$ cat src/hdl/ordered_list_insert_delete_unit_assert.svh
// Assertion macros shared by the ordered list RTL.
// Depends on nothing; included by the files that carry assertions.
`ifndef ORDERED_LIST_INSERT_DELETE_UNIT_ASSERT_SVH
`define ORDERED_LIST_INSERT_DELETE_UNIT_ASSERT_SVH

// Same-cycle implication, disabled while reset is high.
`define OLID_ASSERT_NOW(label, clk, rst, cond, expr) \
   label: assert property (@(posedge clk) disable iff (rst) (cond) |-> (expr)) \
      else $error("ordered list assertion failed");

// Next-cycle implication, disabled while reset is high.
`define OLID_ASSERT_NEXT(label, clk, rst, cond, expr) \
   label: assert property (@(posedge clk) disable iff (rst) (cond) |=> (expr)) \
      else $error("ordered list assertion failed");

`endif

$ cat src/hdl/olid_prefix_or.sv
// Log-depth prefix OR over the cell hit vector; bit i is set when any hit at or
// in front of cell i is set. Depends on nothing.
module olid_prefix_or #(
   parameter int WIDTH = 64
) (
   input  logic [WIDTH-1:0] hits,
   output logic [WIDTH-1:0] seen
);

   localparam int LEVELS = (WIDTH > 1) ? $clog2(WIDTH) : 1;

   logic [WIDTH-1:0] level_vec [LEVELS+1];

   assign level_vec[0] = hits;

   // Each level folds in the partial result from 2**l cells further front.
   for (genvar l = 0; l < LEVELS; l++) begin : g_level
      for (genvar i = 0; i < WIDTH; i++) begin : g_bit
         if (i >= (1 << l)) begin : g_or
            assign level_vec[l+1][i] = level_vec[l][i] | level_vec[l][i-(1<<l)];
         end else begin : g_pass
            assign level_vec[l+1][i] = level_vec[l][i];
         end
      end
   end

   assign seen = level_vec[LEVELS];

endmodule

$ cat config.mk
export PLATFORM = sky130hd
export DESIGN_NAME = olid_prefix_or
export DESIGN_NICKNAME = d
export VERILOG_FILES = /design/src/hdl/ordered_list_insert_delete_unit_assert.svh /design/src/hdl/olid_prefix_or.sv
export SDC_FILE = /design/constraint.sdc
export NUM_CORES = 1
export LEC_CHECK = 0
export ABC_AREA = 1
export BUFFER_PORTS_ARGS = -buffer_cell sky130_fd_sc_hd__buf_2
export CELL_PAD_IN_SITES_DETAIL_PLACEMENT = 1
export CELL_PAD_IN_SITES_GLOBAL_PLACEMENT = 1
export CORE_MARGIN = 5
export CORE_UTILIZATION = 21
export DETAILED_ROUTE_END_ITERATION = 10
export PLACE_DENSITY = 0.89
export SETUP_SLACK_MARGIN = 0.02
export SLEW_MARGIN = 40
export SYNTH_ARGS = -nofsm -noshare
export SYNTH_HDL_FRONTEND = slang
export SYNTH_SLANG_ARGS = --single-unit
$ cat constraint.sdc
create_clock -name vclk -period 0.8
set_input_delay 0.04 -clock vclk [all_inputs]
set_output_delay 0.04 -clock vclk [all_outputs]
set_load 0.03 [all_outputs]
# Word-level counts from Yosys, hierarchy flattened
# Index checks and enable logic that the tools add are counted.
[totals]
reg_bits = 0
in_bits = 64
output_inout_bits = 64
elab_cells = 321
[classes]
n_bitwise = 321
[op_table]
columns = ["op", "n"]
rows = [
  ["$or 1x1->1", 321],
]

# Longest topological paths before layout
[logic_depth]
word_depth = 6
mapped_depth = 6
depth_no_buf = 6

# Worst setup path before layout
# No wires, ideal clock.
[synth_timing]
kind = "input to output"
start = "input port hits[2]"
end = "output port seen[59]"
arrival_time_ns = 1.134
required_time_ns = 0.760
setup_slack_ns = -0.374
path_stages = 6
path_buffers = 0
path_cell_list = "nor2_1 nand2_2 nor2_4 nand2_1 nor2_1 nand2_1"
[synth_between]
elab_chain_len = 5
[synth_lines]
columns = ["element", "line", "text"]
rows = [
  ["start, declared", "olid_prefix_or.sv:6", "input logic [WIDTH-1:0] hits,"],
  ["$or 1x1->1 (2 in a row)", "olid_prefix_or.sv:20", "assign level_vec[l+1][i] = level_vec[l][i] | level_vec[l][i-(1<<l)];"],
  ["net seen[3]", "olid_prefix_or.sv:7", "output logic [WIDTH-1:0] seen"],
  ["$or 1x1->1", "olid_prefix_or.sv:20", ""],
  ["net seen[11]", "olid_prefix_or.sv:7", ""],
  ["$or 1x1->1 (2 in a row)", "olid_prefix_or.sv:20", ""],
  ["end, declared", "olid_prefix_or.sv:7", ""],
]
# The timed path passes the listed nets, and every way through them passes these cells.

# Final worst setup path
[layout_timing]
start = "input port hits[0]"
end = "output port seen[33]"
[layout_between]
elab_chain_len = 2
[layout_lines]
columns = ["element", "line"]
rows = [
  ["$or 1x1->1 (2 in a row)", "olid_prefix_or.sv:20"],
]
# No other way between the ends.

==> results.md <==
- Post-synthesis cell type with the largest combined area: nor2_1
- Antenna violation net count after detailed routing: 0
- Total length of routed met3 wires: between 500 and 600 um
- Placed cells: around 560
- Crit. Startpoint: hits[0]
- Area delta synth->final: 184%
- Final count of hold timing violations: 0
- Status: finished with violations
- Element type at the critical path start: input pin
- Failing checks: setup timing
- Required time at the endpoint of the critical path: 0.76 ns
- Crit path setup slack, layout: -0.447 ns
- Final clock period utilization by the worst path: 1.56
- Number of port buffers: 128
- Sequential cell count of the final layout: 0
- Total nets after synthesis: 401
- Placer Congestion: 0.893
- Period minus WS final: 1.25 ns
- Number of placement rows: 29
- Maximum number of pins on one net before global-route repair: 6
- Slew of the pin with the lowest slew margin: between 0.2 and 0.3 ns
- Unrepaired setup endpoints after global routing: true
- Vertical die dimension: 90.1 um
- Aggregate global-route resource usage: 0.227
- Hold-critical path depth: 2
- Tightest slew margin relative to the limit: 0.818
- Register area share after synthesis: 0
- Kind of critical path: in -> out
- Number of clock buffers in the layout: 0
- Max Used Layer: met4
- Wl on met1: slightly below 4000 um
- DRC violation total after the first TritonRoute iteration: 60
- Sum of overflow across all layers after global routing: 0
- Number of antenna violations at the first check in global routing: 0
- Antenna fix cells: 0
- Placeable core area: 0.00628 sq mm
- Synthesized instance count: 337
- Largest stage delay on the critical path: 0.24 ns
- Number of warning messages in the yosys log: 0
- Achievable Freq: 802 MHz
- Ranking of synthesized cells by area: nor2_1 40%, nand2_1 36%, inv_1 12%
- Routed len/inst: 19.5 um
- Non-Filler Instances: 578
- # DRC: 0
- Static Leak: 1.83 nW
- Library cells used by synthesis: 7
- Wire length reported by the detailed router: approximately 11,000 um
- Number of global-route vias before repair: 3,067
- Cell area after technology mapping: roughly 0.0013 sq mm
- Layout cell share with drive strength beyond 1: 0.792
- Worst-case vdd ir drop: 0.177 mV
- Power Dens Cells: 208 mW/mm^2
- Final-report max-slew violation count: 0
- WL met2: ~6300 um
- Arrival time of data at the critical path endpoint: roughly 1.2 ns
- Max-cap viol count: 0
- Total iterations of the first detailed-routing run: 4
- Vias post-DR: 2,808
- Ports placed on the boundary: 128
- Cell Chain, Critical Path: buf_8 > nor2_4 > nand2_4 > nor2_4 > nand2_4 > nor2_4 > nand2_4 > buf_6
- Share of the core filled with cells in the final layout: 0.609
- Area taken by flip-flops and latches: 0 sq um
- Die Outline Area: 0.00811 sq mm
- Critical Path End: seen[33]
- Post-DR vias/cell: ~4.9
- Share of Yosys cell area claimed by the top area cell type: 0.401
- Number of nets in the final layout: 567
- Kind of path behind the tightest hold check: in -> out
- Final setup viols: between 60 and 70
- Detailed Place HPWL: 7060 um
- Wire length of the first global-routing pass: 15,400 um
- Max FO, Critical Path: 4
- Nature of the critical path endpoint: primary output
- Slowest cell on the critical path: nor2_4
- Initial standard-cell utilization of the core: 0.214
- Chip width: 90.1 um
- Mean post-synth cell area: 3.99 sq um
[what timing repair did]
item | CTS | global route
gates resized for setup | 231 | 133
pin swaps | 54 | 49
endpoints found under the setup margin | 60 | 62
buffers inserted | 12 | 10
hold buffers | 0 | 0
[stage by stage]
stage | hold slack (ns) | TNS (ns) | instance area, sq um | power, mW | setup WS (ns)
CTS | 0.350 | -18.50 | 3360 | 0.621 | -0.412
detailed placement | 0.382 | -22.46 | 2560 | 0.498 | -0.481
floorplan | 0.212 | -7.24 | 1680 | 0.212 | -0.216
global placement | 0.380 | -19.81 | 2560 | 0.483 | -0.430
finish | 0.348 | -21.30 | 3820 | 0.796 | -0.447
global route | 0.355 | -23.36 | 3820 | 0.851 | -0.522
[power by group]
group,internal (mW),switching [mW]
Combinational,0.308,0.489
Sequential,0,0
Clock,0,0
[kinds of logic (layout without fill, tap and decap cells)]
logic type / Yosys count / after routing / share of synthesized area
buf+inv: 43 / 207 / 0.123
simple gates: 294 / 294 / 0.877
[worst max-delay path: cells and delay by family]
kind / cells / cell delay [ns]
and+or+nand+nor: 6 / 0.93
buffers and inverters: 2 / 0.24
[cells in the final DEF (no fill, tap or decap)]
| cell | instances |
|---|---|
| inv_2 | 16 |
| nand2_2 | 48 |
| buf_12 | 1 |
| nor2_2 | 53 |
| buf_2 | 61 |
| buf_4 | 23 |
| inv_1 | 14 |
| inv_4 | 12 |
| nor2_4 | 67 |
| nand2_1 | 52 |
| nand2_4 | 36 |
| buf_6 | 78 |
| buf_8 | 2 |
| nor2_1 | 38 |
[cells in the mapped netlist, drive strengths merged]
cell   instances
nor2         158
nand2        136
buf            1
inv           42
[worst min-delay path by stage]
stage | from | to | slack, ns
final | hits[0] | seen[0] | 0.35
after CTS | hits[0] | seen[0] | 0.35
after floorplan | hits[0] | seen[0] | 0.21
after global placement | hits[0] | seen[0] | 0.38
after global routing | hits[0] | seen[0] | 0.36
after detailed placement | hits[0] | seen[0] | 0.38
[final cells by class]
class,count,area (sq um)
Inverter,42,188
Tap cell,77,96.3
Multi-Input combinational cell,294,2130
Fill cell,791,2460
Timing Repair Buffer,165,1410
[layer usage]
metal  track usage  up-vias
li1              -     1307
met1         0.237     1343
met2         0.458      126
met3        0.0326       32
met4        0.0645        0
met5             0        -
Note: power is estimated with default switching activity, not from simulation.
