`src/hdl/ordered_list_insert_delete_unit_assert.svh`:
```
// Assertion macros shared by the ordered list RTL.
// Depends on nothing; included by the files that carry assertions.
`ifndef ORDERED_LIST_INSERT_DELETE_UNIT_ASSERT_SVH
`define ORDERED_LIST_INSERT_DELETE_UNIT_ASSERT_SVH

// Same-cycle implication, disabled while reset is high.
`define OLID_ASSERT_NOW(label, clk, rst, cond, expr) \
   label: assert property (@(posedge clk) disable iff (rst) (cond) |-> (expr)) \
      else $error("ordered list assertion failed");

// Next-cycle implication, disabled while reset is high.
`define OLID_ASSERT_NEXT(label, clk, rst, cond, expr) \
   label: assert property (@(posedge clk) disable iff (rst) (cond) |=> (expr)) \
      else $error("ordered list assertion failed");

`endif

```
`src/hdl/olid_pkg.sv`:
```
// Shared types and codes of the ordered list unit.
// Depends on nothing; used by the cell and the top module of the unit.
package olid_pkg;

   localparam int OP_W    = 3;
   localparam int VALUE_W = 32;
   localparam int POS_W   = 6;
   localparam int STAT_W  = 2;
   localparam int OCC_W   = 7;

   // Operation codes carried by a request word.
   localparam logic [OP_W-1:0] OP_PUSH_FRONT = 3'd0;
   localparam logic [OP_W-1:0] OP_PUSH_BACK  = 3'd1;
   localparam logic [OP_W-1:0] OP_INSERT_AT  = 3'd2;
   localparam logic [OP_W-1:0] OP_DELETE_VAL = 3'd3;
   localparam logic [OP_W-1:0] OP_POP_FRONT  = 3'd4;
   localparam logic [OP_W-1:0] OP_READ_AT    = 3'd5;

   // Status codes carried by a response word.
   localparam logic [STAT_W-1:0] STAT_OK     = 2'd0;
   localparam logic [STAT_W-1:0] STAT_FULL   = 2'd1;
   localparam logic [STAT_W-1:0] STAT_BADPOS = 2'd2;
   localparam logic [STAT_W-1:0] STAT_EMPTY  = 2'd3;

   typedef enum logic [1:0] {
      ST_IDLE = 2'b01,
      ST_EXEC = 2'b10
   } state_type;

   // Per-cell update command.
   typedef struct packed {
      logic take_left;
      logic take_right;
      logic load_new;
   } cell_ctrl_type;

endpackage

```
`src/hdl/olid_cell.sv`:
```
// One storage cell of the ordered list chain.
// Depends on olid_pkg for the value width and the cell command struct.
module olid_cell (
   input  logic                             clock,
   input  olid_pkg::cell_ctrl_type          ctrl,
   input  logic [olid_pkg::VALUE_W-1:0]     left_data,
   input  logic [olid_pkg::VALUE_W-1:0]     right_data,
   input  logic [olid_pkg::VALUE_W-1:0]     new_value,
   input  logic [olid_pkg::VALUE_W-1:0]     key,
   output logic [olid_pkg::VALUE_W-1:0]     data_out,
   output logic                             hit_out
);

   logic [olid_pkg::VALUE_W-1:0] data_ff;
   logic [olid_pkg::VALUE_W-1:0] data_in;

   // Pick the next content: the neighbor in front, the neighbor behind, or a new word.
   always_comb begin
      data_in = data_ff;
      if (ctrl.load_new) begin
         data_in = new_value;
      end else if (ctrl.take_left) begin
         data_in = left_data;
      end else if (ctrl.take_right) begin
         data_in = right_data;
      end
   end

   // The content needs no reset; it is undefined until written.
   always_ff @(posedge clock) begin
      data_ff <= data_in;
   end

   assign data_out = data_ff;
   assign hit_out  = (data_ff == key);

endmodule

```
`config.mk`:
```
export PLATFORM = sky130hd
export DESIGN_NAME = olid_cell
export DESIGN_NICKNAME = d
export VERILOG_FILES = /design/src/hdl/ordered_list_insert_delete_unit_assert.svh /design/src/hdl/olid_pkg.sv /design/src/hdl/olid_cell.sv
export SDC_FILE = /design/constraint.sdc
export NUM_CORES = 1
export LEC_CHECK = 0
export ABC_CLOCK_PERIOD_IN_PS = 1800
export BUFFER_PORTS_ARGS = -buffer_cell sky130_fd_sc_hd__clkbuf_2
export CAP_MARGIN = 30
export CORE_MARGIN = 2
export CORE_UTILIZATION = 39
export CTS_CLUSTER_DIAMETER = 200
export DETAILED_ROUTE_END_ITERATION = 7
export GPL_TIMING_DRIVEN = 0
export PLACE_DENSITY = 0.81
export SETUP_SLACK_MARGIN = 0.3
export SKIP_LAST_GASP = 1
export SYNTH_ARGS = -nofsm -noshare
export SYNTH_HDL_FRONTEND = slang
export SYNTH_SLANG_ARGS = --single-unit
```
`constraint.sdc`:
```
create_clock -name clock -period 1.8 [get_ports clock]
set_clock_uncertainty 0.2 [all_clocks]
set_input_delay 0 -clock clock [delete_from_list [all_inputs] [get_ports clock]]
set_output_delay 0 -clock clock [all_outputs]
set_load 0.02 [all_outputs]
```
Word level (Yosys, flattened, before mapping)
Cells that the tools add are included.
Widths: inputs -> output; s select.
{ "op_classes": {"reduce_logical": 1, "eq_ne": 1, "muxes": 3} }
{ "ops": {"columns": ["cell", "n"], "rows": [
  ["$mux 32", 3],
  ["$eq 32x32->1", 1],
  ["$reduce_bool 3->1", 1]
]} }
{ "word_totals": {"regBits": 32, "wordCells": 6, "in_bits": 132, "output_inout_bits": 33} }

Depth between registers and ports, before layout
Gate-level depths: netlist (run 1).
{ "logic_depth": {"word_depth": 3, "depth_mapped": 4, "ltp_nobuf": 4} }

Least setup slack after synthesis (run 1)
Ideal clock, no wire load.
{ "synth_path": {"path_type": "reg-to-output", "from": "reg data_ff, in the netlist data_out[31]", "to": "out hit_out", "arrival_time_ns": 1.347, "setup_slack_ns": 0.253, "required_ns": 1.600, "stages_incl_launch_ff": 5, "path_cell_list": "edfxtp_1 -> xor2_1 -> nor4_1 -> nand4_1 -> nor2_1"} }
{ "synth_between": {"elab_chain_cells": 1} }
{ "synth_lines": {"columns": ["element", "line_no", "rtl"], "rows": [
  ["start, declared", "olid_cell.sv:14", "logic [olid_pkg::VALUE_W-1:0] data_ff;"],
  ["start signal, assigned", "olid_cell.sv:31", "data_ff <= data_in;"],
  ["$eq 32x32->1", "olid_cell.sv:35", "assign hit_out = (data_ff == key);"],
  ["end, declared", "olid_cell.sv:11", "output logic hit_out"]
]} }
Every way passes these cells.

Worst setup path after layout (run 1)
{ "layout_path": {"from": "reg data_ff, in the netlist data_out[9]", "to": "out hit_out"} }
The elaborated chain is that of the path after synthesis.

==> out/metrics.cfg, run 1 <==
[die]
die_h_um = 75.3
rows = 25
start_util = 0.412
num_io_pins = 165
dieArea_mm2 = 0.00567
fp.coreArea_mm2 = 0.00482
fp.dieW_um = 75.3

[cts]
cts.sinks = 32
cts_tree = yes
clockRootBuffer = clkbuf_8
clock_path_buffers = 2
cts.clk_slew.worst_paths_ns = 0.07
cts_buffers = 5
htree_levels = 2

[logic_synthesis]
ys_ff_latch = 32
syn_nets = 315
seq_area_frac_synth = 0.484
yosys_warnings = 0
synth_area_mm2 = 0.00198
yosysUniqueCellTypes = 13
syn_avg_cell_area_um2 = 10.8
syn-instance-count = 183

[sta]
finalCritPeriodShare = 1.02
worst_pin_slew_ns = 0.773
relSlewSlack = 0.485
drv_slew = 0
hold_violations = 4
hold_ws_ns = -0.116
max_freq_mhz = 547
post-route-worst-setup-slack_ns = -0.0292
rsz0062_at_grt = yes
finalSetupViolCount = 1
layout_min_cycle_time_ns = 1.83

[status]
outcome = finished, violations left
violations = negative hold slack, negative setup slack

[route]
drt_iter0_markers = 171
num_vias = 2577
drt_first_pass_iters = 4
drt-vias-per-instance = 5.03
drtAntennaViolNets = 0
drcViolationCount = 0
wl_per_cell_um = 17.7
finalWirelength_um = 9080

[global_routing]
track_usage = 0.306
grt_start_max_net_pins = 33
antenna_found_initial = 0
grt_pass1_vias = 2756
grt_first_pass_wirelength_um = 12600
overflow = 0

[placement]
detailed_place_hpwl_um = 5050
place_ws_ns = 0.101
placedCellCount = 412
gp_congestion = 0.767
port_buffers = 162

[cells_and_area]
fillerInstances = 321
largest_register_ffs = 32
syn_to_final_growth_pct = 98.5
layout.nets = 576
fin_util = 0.818
final_cell_mix = 163 x clkbuf_2, 89 x dlygate4sd3_1
multi_input_area_mm2 = 0.00101
layout_commonest_cell = clkbuf_2
n_antenna_cell = 0
stdcell_count = 512
layout-drive-gt1-share = 0.420
regArea_um2 = 961

[power_and_ir_drop]
peakVddDrop_uv = 358
power_density_mw_per_mm2 = 592
p_leak_nw = 1.94

[hold_path]
hp-class = in -> reg

[worst_setup_path]
required_ns = 1.60
cp_data_arrival_time_ns = 1.63
end_kind = output pin
startpoint_type = flip-flop
worstSetupPathType = reg -> out
crit_fanout = 2

[flow_run]
drv_cap = 0

==> worst paths after layout <==
check	endpoint	startpoint	depth (start not counted)
setup / recovery	hit_out	data_out[9]$_DFFE_PP_	5
hold / removal	data_out[30]$_DFFE_PP_	right_data[30]	3
==> cells in the mapped netlist <==
| master | number | area share |
|---|---|---|
| buf_2 | 2 | 0.0050 |
| buf_6 | 3 | 0.017 |
| nor2_1 | 1 | 0.0019 |
| o21ai_0 | 32 | 0.081 |
| buf_4 | 1 | 0.0038 |
| xor2_1 | 32 | 0.14 |
| mux2i_1 | 32 | 0.16 |
| edfxtp_1 | 32 | 0.48 |
| nand2_1 | 32 | 0.061 |
| nor4_1 | 8 | 0.025 |
| clkbuf_1 | 5 | 0.0095 |
| nand4_1 | 2 | 0.0063 |
| or3_1 | 1 | 0.0032 |
==> per-stage QoR <==
step	total power, mW	hold slack, ns	TNS, ns	instance area [um2]
finish	2.33	-0.116	-0.0292	3940
global route	2.43	0.00967	-0.215	3940
CTS	2.28	0.0561	-0.0710	3880
detailed placement	1.59	0.0832	0	2880
global placement	1.57	0.0802	0	2880
floorplan	1.30	-0.0129	0	1990
==> final cells by class <==
class,count,share of cell area
timing repair buffer,254,0.440
multi-input combinational,140,0.256
tap,67,0.0213
sequential,32,0.244
clock inverter,1,0.000953
buffer,11,0.0184
clock buffer,7,0.0194
==> report_power, final <==
group | switching, mW | leakage [nW] | total [mW] | internal [mW]
registers | 0.0670 | 0.338 | 0.992 | 0.925
logic | 0.405 | 1.56 | 0.814 | 0.409
clock network | 0.256 | 0.0399 | 0.525 | 0.269
==> repair_timing <==
action | CTS | global route
setup endpoints to repair | 1 | 9
resized for setup | 5 | 8
pin swaps | 4 | 5
hold buffers | 88 | 9
hold endpoints to repair | 32 | 5
setup buffers | 1 | 2
==> metal layers <==
metal | routed length (um) | track usage
met1 | 3050 | 0.282
met2 | 4830 | 0.586
met3 | 634 | 0.0582
met4 | 569 | 0.224
met5 | 0 | 0
==> critical path, stage by stage (launching register included) <==
cell      delay (ns)
edfxtp_1        0.43
xor2_1          0.19
nor4_2          0.31
nand4_1         0.15
nor2_2          0.14
clkbuf_8        0.15
==> cell families after synthesis <==
kind of cell,after synthesis,share of synthesized area
AND/OR/NAND/NOR,44,0.0971
AO/OA/AOI/OAI,32,0.0807
XOR/XNOR,32,0.141
multiplexers,32,0.161
flip-flops,32,0.484
buffers and inverters,11,0.0353
(Power assumes the default switching activity.)
==> run 2: changes to the inputs <==
--- a/config.mk
+++ b/config.mk
@@ -14,7 +14,6 @@
 export DETAILED_ROUTE_END_ITERATION = 7
 export GPL_TIMING_DRIVEN = 0
 export PLACE_DENSITY = 0.81
-export SETUP_SLACK_MARGIN = 0.3
 export SKIP_LAST_GASP = 1
 export SYNTH_ARGS = -nofsm -noshare
 export SYNTH_HDL_FRONTEND = slang
==> run 2 against run 1 <==
Setup slack got worse by 0.052 ns. Largest power group unchanged. The flow finishes with violations (negative setup slack). Worst hold slack improved by 0.46 ns. Final area shrank 6.9%.
==> out/metrics.cfg, run 2 (synthesis gave the netlist of run 1 again) <==
[status]
outcome = finished, violations left
violations = negative setup slack

[die]
die_h_um = 75.3
dieArea_mm2 = 0.00567
fp.dieW_um = 75.3
fp.coreArea_mm2 = 0.00482
rows = 25
start_util = 0.412
num_io_pins = 165

[route]
drt_first_pass_iters = 4
drt-vias-per-instance = 4.82
route.met3.wl_um = 441
wl_met1_um = 2640
top_layer_used = met4
met2_length_um = 3960
drt_iter0_markers = 180
wl_per_cell_um = 15.0
drtAntennaViolNets = 0
finalWirelength_um = 7260
drcViolationCount = 0
num_vias = 2337

[sta]
relSlewSlack = 0.496
rsz0062_at_grt = yes
layout_min_cycle_time_ns = 1.88
finalCritPeriodShare = 1.05
post-route-worst-setup-slack_ns = -0.0816
drv_slew = 0
max_freq_mhz = 531
finalSetupViolCount = 1
hold_violations = 0
worst_pin_slew_ns = 0.756

[power_and_ir_drop]
internal_power_mw = 1.59
switching_share = 0.302
power_density_mw_per_mm2 = 621
peakVddDrop_uv = 325
power_switching_mw = 0.689
p_seq_frac = 0.434
power_frac_clock = 0.230
p_leak_nw = 1.83
combPwrFrac = 0.335

[cells_and_area]
n_antenna_cell = 0
layout.nets = 549
final_cell_mix = 161 x clkbuf_2, 64 x dlygate4sd3_1
stdcell_area_mm2 = 0.00367
fillerInstances = 355
layout_commonest_cell = clkbuf_2
regArea_um2 = 961
layout-drive-gt1-share = 0.431
syn_to_final_growth_pct = 84.8
multi_input_area_um2 = 991
largest_register_ffs = 32

[global_routing]
grt_first_pass_wirelength_um = 10200
track_usage = 0.247
overflow = 0
antenna_found_initial = 0
grt_pass1_vias = 2315
grt_start_max_net_pins = 19

[cts]
cts.sinks = 32
clockRootBuffer = clkbuf_8
cts_buffers = 5
post_cts_buffers = 0
clock_path_buffers = 2
cts_tree = yes
htree_levels = 2
cts.clk_slew.worst_paths_ns = 0.07

[worst_setup_path]
max_stage_delay_ns = 0.42
critPathTopFamily = simple AND/OR/NAND/NOR gates
path_buf_inv = 1
critPathLaunch = data_out[31]$_DFFE_PP_
end_kind = output pin
crit_slowest_cell = edfxtp_1
required_ns = 1.60
cp_data_arrival_time_ns = 1.68
path_depth = 5
startpoint_type = flip-flop
worstSetupPathType = reg -> out
crit_fanout = 2
crit_chain = xor2_1, nor4_2, nand4_1, nor2_1, buf_4
cp-endpoint = hit_out

[placement]
place_ws_ns = 0.105
post_dp_cell_area_mm2 = 0.00291
gp_congestion = 0.771
port_buffers = 162
detailed_place_hpwl_um = 5090

[flow_run]
drv_cap = 0

[hold_path]
hp-class = in -> out

-- run 2: changes by cell type in the layout (fill, tap and decap cells not counted), sizes merged --
| cell | before | now |
|---|---|---|
| dlygate4sd3 | 89 | 64 |
| buf | 9 | 8 |
| clkbuf | 174 | 173 |
-- run 2: stage by stage --
stage          instances  setup TNS (ns)  utilization  hold WS, ns  power [mW]
6_report             485         -0.0816        0.761        0.346        2.28
5_1_grt              485          -0.218        0.761        0.428        2.39
3_5_place_dp         413               0        0.603       0.0850        1.60
2_1_floorplan        183               0            -      -0.0129        1.30
3_3_place_gp         412           -1.23        0.598       0.0791        1.57
4_1_cts              485         -0.0890        0.760        0.347        2.27
-- run 2: timing repair --
action                                 CTS  global route
cloned                                   0             0
endpoints found under the hold margin   32             0
hold buffers                            64             0
setup endpoints to repair                1             1
resized for setup                        6             2
pin swaps                                4             3
-- run 2: worst min-delay path by stage --
stage                                   to  slack (ns)  depth (start not counted)     startpoint
global route         data_out[8]$_DFFE_PP_        0.43                          4  right_data[8]
finish                             hit_out        0.35                          6        key[11]
detailed placement  data_out[15]$_DFFE_PP_        0.09                          3  new_value[15]
CTS                                hit_out        0.35                          6        key[17]
global placement    data_out[15]$_DFFE_PP_        0.08                          3  new_value[15]
floorplan           data_out[29]$_DFFE_PP_       -0.01                          2  new_value[29]
-- run 2: tightest hold or removal path, cell delays in order --
cell	delay (ns)
clkbuf_2	0.09
xor2_1	0.13
nor4_1	0.06
nand4_1	0.09
nor2_1	0.04
buf_4	0.14
-- run 2: power groups by stage --
stage	logic, mW	clock network, mW	registers (mW)
6_report	0.764	0.525	0.989
4_1_cts	0.751	0.529	0.990
3_5_place_dp	0.591	0	1.01
5_1_grt	0.825	0.565	0.998
2_1_floorplan	0.200	0	1.10
3_3_place_gp	0.569	0	1.00
-- run 2: cell type report --
class                           count  area share
Timing Repair Buffer              227       0.404
Multi-Input combinational cell    140       0.270
Sequential cell                    32       0.262
Tap cell                           67      0.0229
Clock buffer                        7      0.0208
Buffer                             11      0.0191
Clock inverter                      1     0.00102
-- run 2: layer usage --
layer,global-route usage,vias up
met5,0,-
met4,0.0975,0
met3,0.0423,21
met2,0.488,118
met1,0.255,1071
li1,-,1127
==> run 3: changes to the inputs <==
--- a/config.mk
+++ b/config.mk
@@ -10,6 +10,7 @@
 export CAP_MARGIN = 30
 export CORE_MARGIN = 2
 export CORE_UTILIZATION = 39
+export CTS_BUF_LIST = sky130_fd_sc_hd__clkbuf_16
 export CTS_CLUSTER_DIAMETER = 200
 export DETAILED_ROUTE_END_ITERATION = 7
 export GPL_TIMING_DRIVEN = 0
==> run 3 against run 2 <==
The run still ends with negative setup slack left. Count of clock-buffer cells in the layout fell by 2. Utilization increased by 1.2 points. Non-clock buffer count did not move. Largest power group unchanged.
==> out/metrics.cfg, run 3 (synthesis gave the netlist of run 1 again) <==
[status]
outcome = finished, violations left
violations = negative setup slack

[worst_setup_path]
cp_data_arrival_time_ns = 1.65
critPathLaunch = data_out[0]$_DFFE_PP_
required_ns = 1.60
crit_fanout = 2
max_stage_delay_ns = 0.41
worstSetupPathType = reg -> out
crit_slowest_cell = edfxtp_1
crit_chain = xor2_1, nor4_2, nand4_1, nor2_1, buf_4
end_kind = output pin
startpoint_type = flip-flop

[sta]
rsz0062_at_grt = yes
hold_violations = 0
max_freq_mhz = 541
finalCritPeriodShare = 1.03
layout_min_cycle_time_ns = 1.85
worst_pin_slew_ns = 0.772
post-route-worst-setup-slack_ns = -0.0491
finalSetupViolCount = 1
drv_slew = 0
relSlewSlack = 0.485

[placement]
port_buffers = 162
placedCellCount = 413
gp_congestion = 0.771
detailed_place_hpwl_um = 5090

[cts]
cts.clk_slew.worst_paths_ns = 0.05
clockRootBuffer = clkbuf_16
cts_buffers = 5
cts.sinks = 32
cts_tree = yes
clock_path_buffers = 2
htree_levels = 2

[flow_run]
drv_cap = 0

[hold_path]
min_from = key[11]
hold_end = hit_out
hp-class = in -> out
min_path_cells = 6

[route]
num_vias = 2345
wl_per_cell_um = 15.0
drt_first_pass_iters = 4
drt-vias-per-instance = 4.84
finalWirelength_um = 7250
drcViolationCount = 0
drtAntennaViolNets = 0
drt_iter0_markers = 156

[global_routing]
track_usage = 0.250
overflow = 0
grt_first_pass_wirelength_um = 10300
grt_start_max_net_pins = 19
antenna_found_initial = 0
grt_pass1_vias = 2312

[die]
start_util = 0.412
num_io_pins = 165
fp.coreArea_mm2 = 0.00482
die_h_um = 75.3
dieArea_mm2 = 0.00567
fp.dieW_um = 75.3
rows = 25

[cells_and_area]
fillerInstances = 348
regArea_um2 = 961
layout_commonest_cell = clkbuf_2
multi_input_area_um2 = 991
syn_to_final_growth_pct = 87.6
final_cell_mix = 161 x clkbuf_2, 64 x dlygate4sd3_1
largest_register_ffs = 32
stdcell_count = 485
layout.nets = 549
n_antenna_cell = 0
layout-drive-gt1-share = 0.431

[power_and_ir_drop]
p_leak_nw = 1.87
peakVddDrop_uv = 477
finalPower_mw = 2.53
power_density_mw_per_mm2 = 679

==> run 3: worst max path at each step <==
stage                                   endpoint  slack (ns)  cells past startpoint
after floorplan                          hit_out        0.25                      4
after global placement    data_out[17]$_DFFE_PP_       -0.04                      2
after detailed placement                 hit_out        0.11                      5
after CTS                                hit_out       -0.06                      5
after global routing                     hit_out       -0.20                      5
final                                    hit_out       -0.05                      5
==> run 3: critical path, delay by kind of cell (launching register included) <==
kind | cells | cell delay [ns]
buffers and inverters | 1 | 0.15
flip-flops | 1 | 0.41
XOR/XNOR | 1 | 0.17
AND/OR/NAND/NOR | 3 | 0.66
==> run 3: stage by stage <==
stage / hold slack [ns] / setup WS [ns] / util / TNS [ns] / cell area (um2)
6_report: 0.346 / -0.0491 / 0.773 / -0.0491 / 3720
5_1_grt: 0.431 / -0.200 / 0.773 / -0.200 / 3720
4_1_cts: 0.347 / -0.0648 / 0.772 / -0.0648 / 3720
3_5_place_dp: 0.0850 / 0.105 / 0.603 / 0 / 2910
3_3_place_gp: 0.0791 / -0.0394 / 0.598 / -1.23 / 2880
2_1_floorplan: -0.0129 / 0.253 / - / 0 / 1980
==> run 3: layer usage <==
metal  vias up  wire length (um)  part of all wire  GRT usage
li1       1130                 -                 -          -
met2       110              4000              0.55      0.483
met1      1089              2700              0.37      0.270
met3        16               383             0.053     0.0397
met4         0               175             0.024     0.0975
met5         -                 0                 0          0
==> run 3: timing repair <==
item                                   CTS  global route
endpoints found under the hold margin   32             0
buffers inserted                         0             0
setup endpoints to repair                1             1
hold buffers                            64             0
pin swaps                                5             3
resized for setup                        6             2
==> run 3: where the power goes <==
part	total, mW	leakage, nW	internal, mW	switching [mW]
sequential	0.991	0.338	0.926	0.0651
clock	0.773	0.0738	0.496	0.277
combinational	0.764	1.46	0.396	0.368
total	2.53	1.87	1.82	0.711
==> run 3: area by class of cell <==
| class | count | share of cell area |
|---|---|---|
| Buffer | 11 | 0.0188 |
| Clock buffer | 5 | 0.0336 |
| Clock inverter | 3 | 0.00302 |
| Multi-Input combinational cell | 140 | 0.266 |
| Sequential cell | 32 | 0.258 |
| Tap cell | 67 | 0.0225 |
| Timing Repair Buffer | 227 | 0.398 |
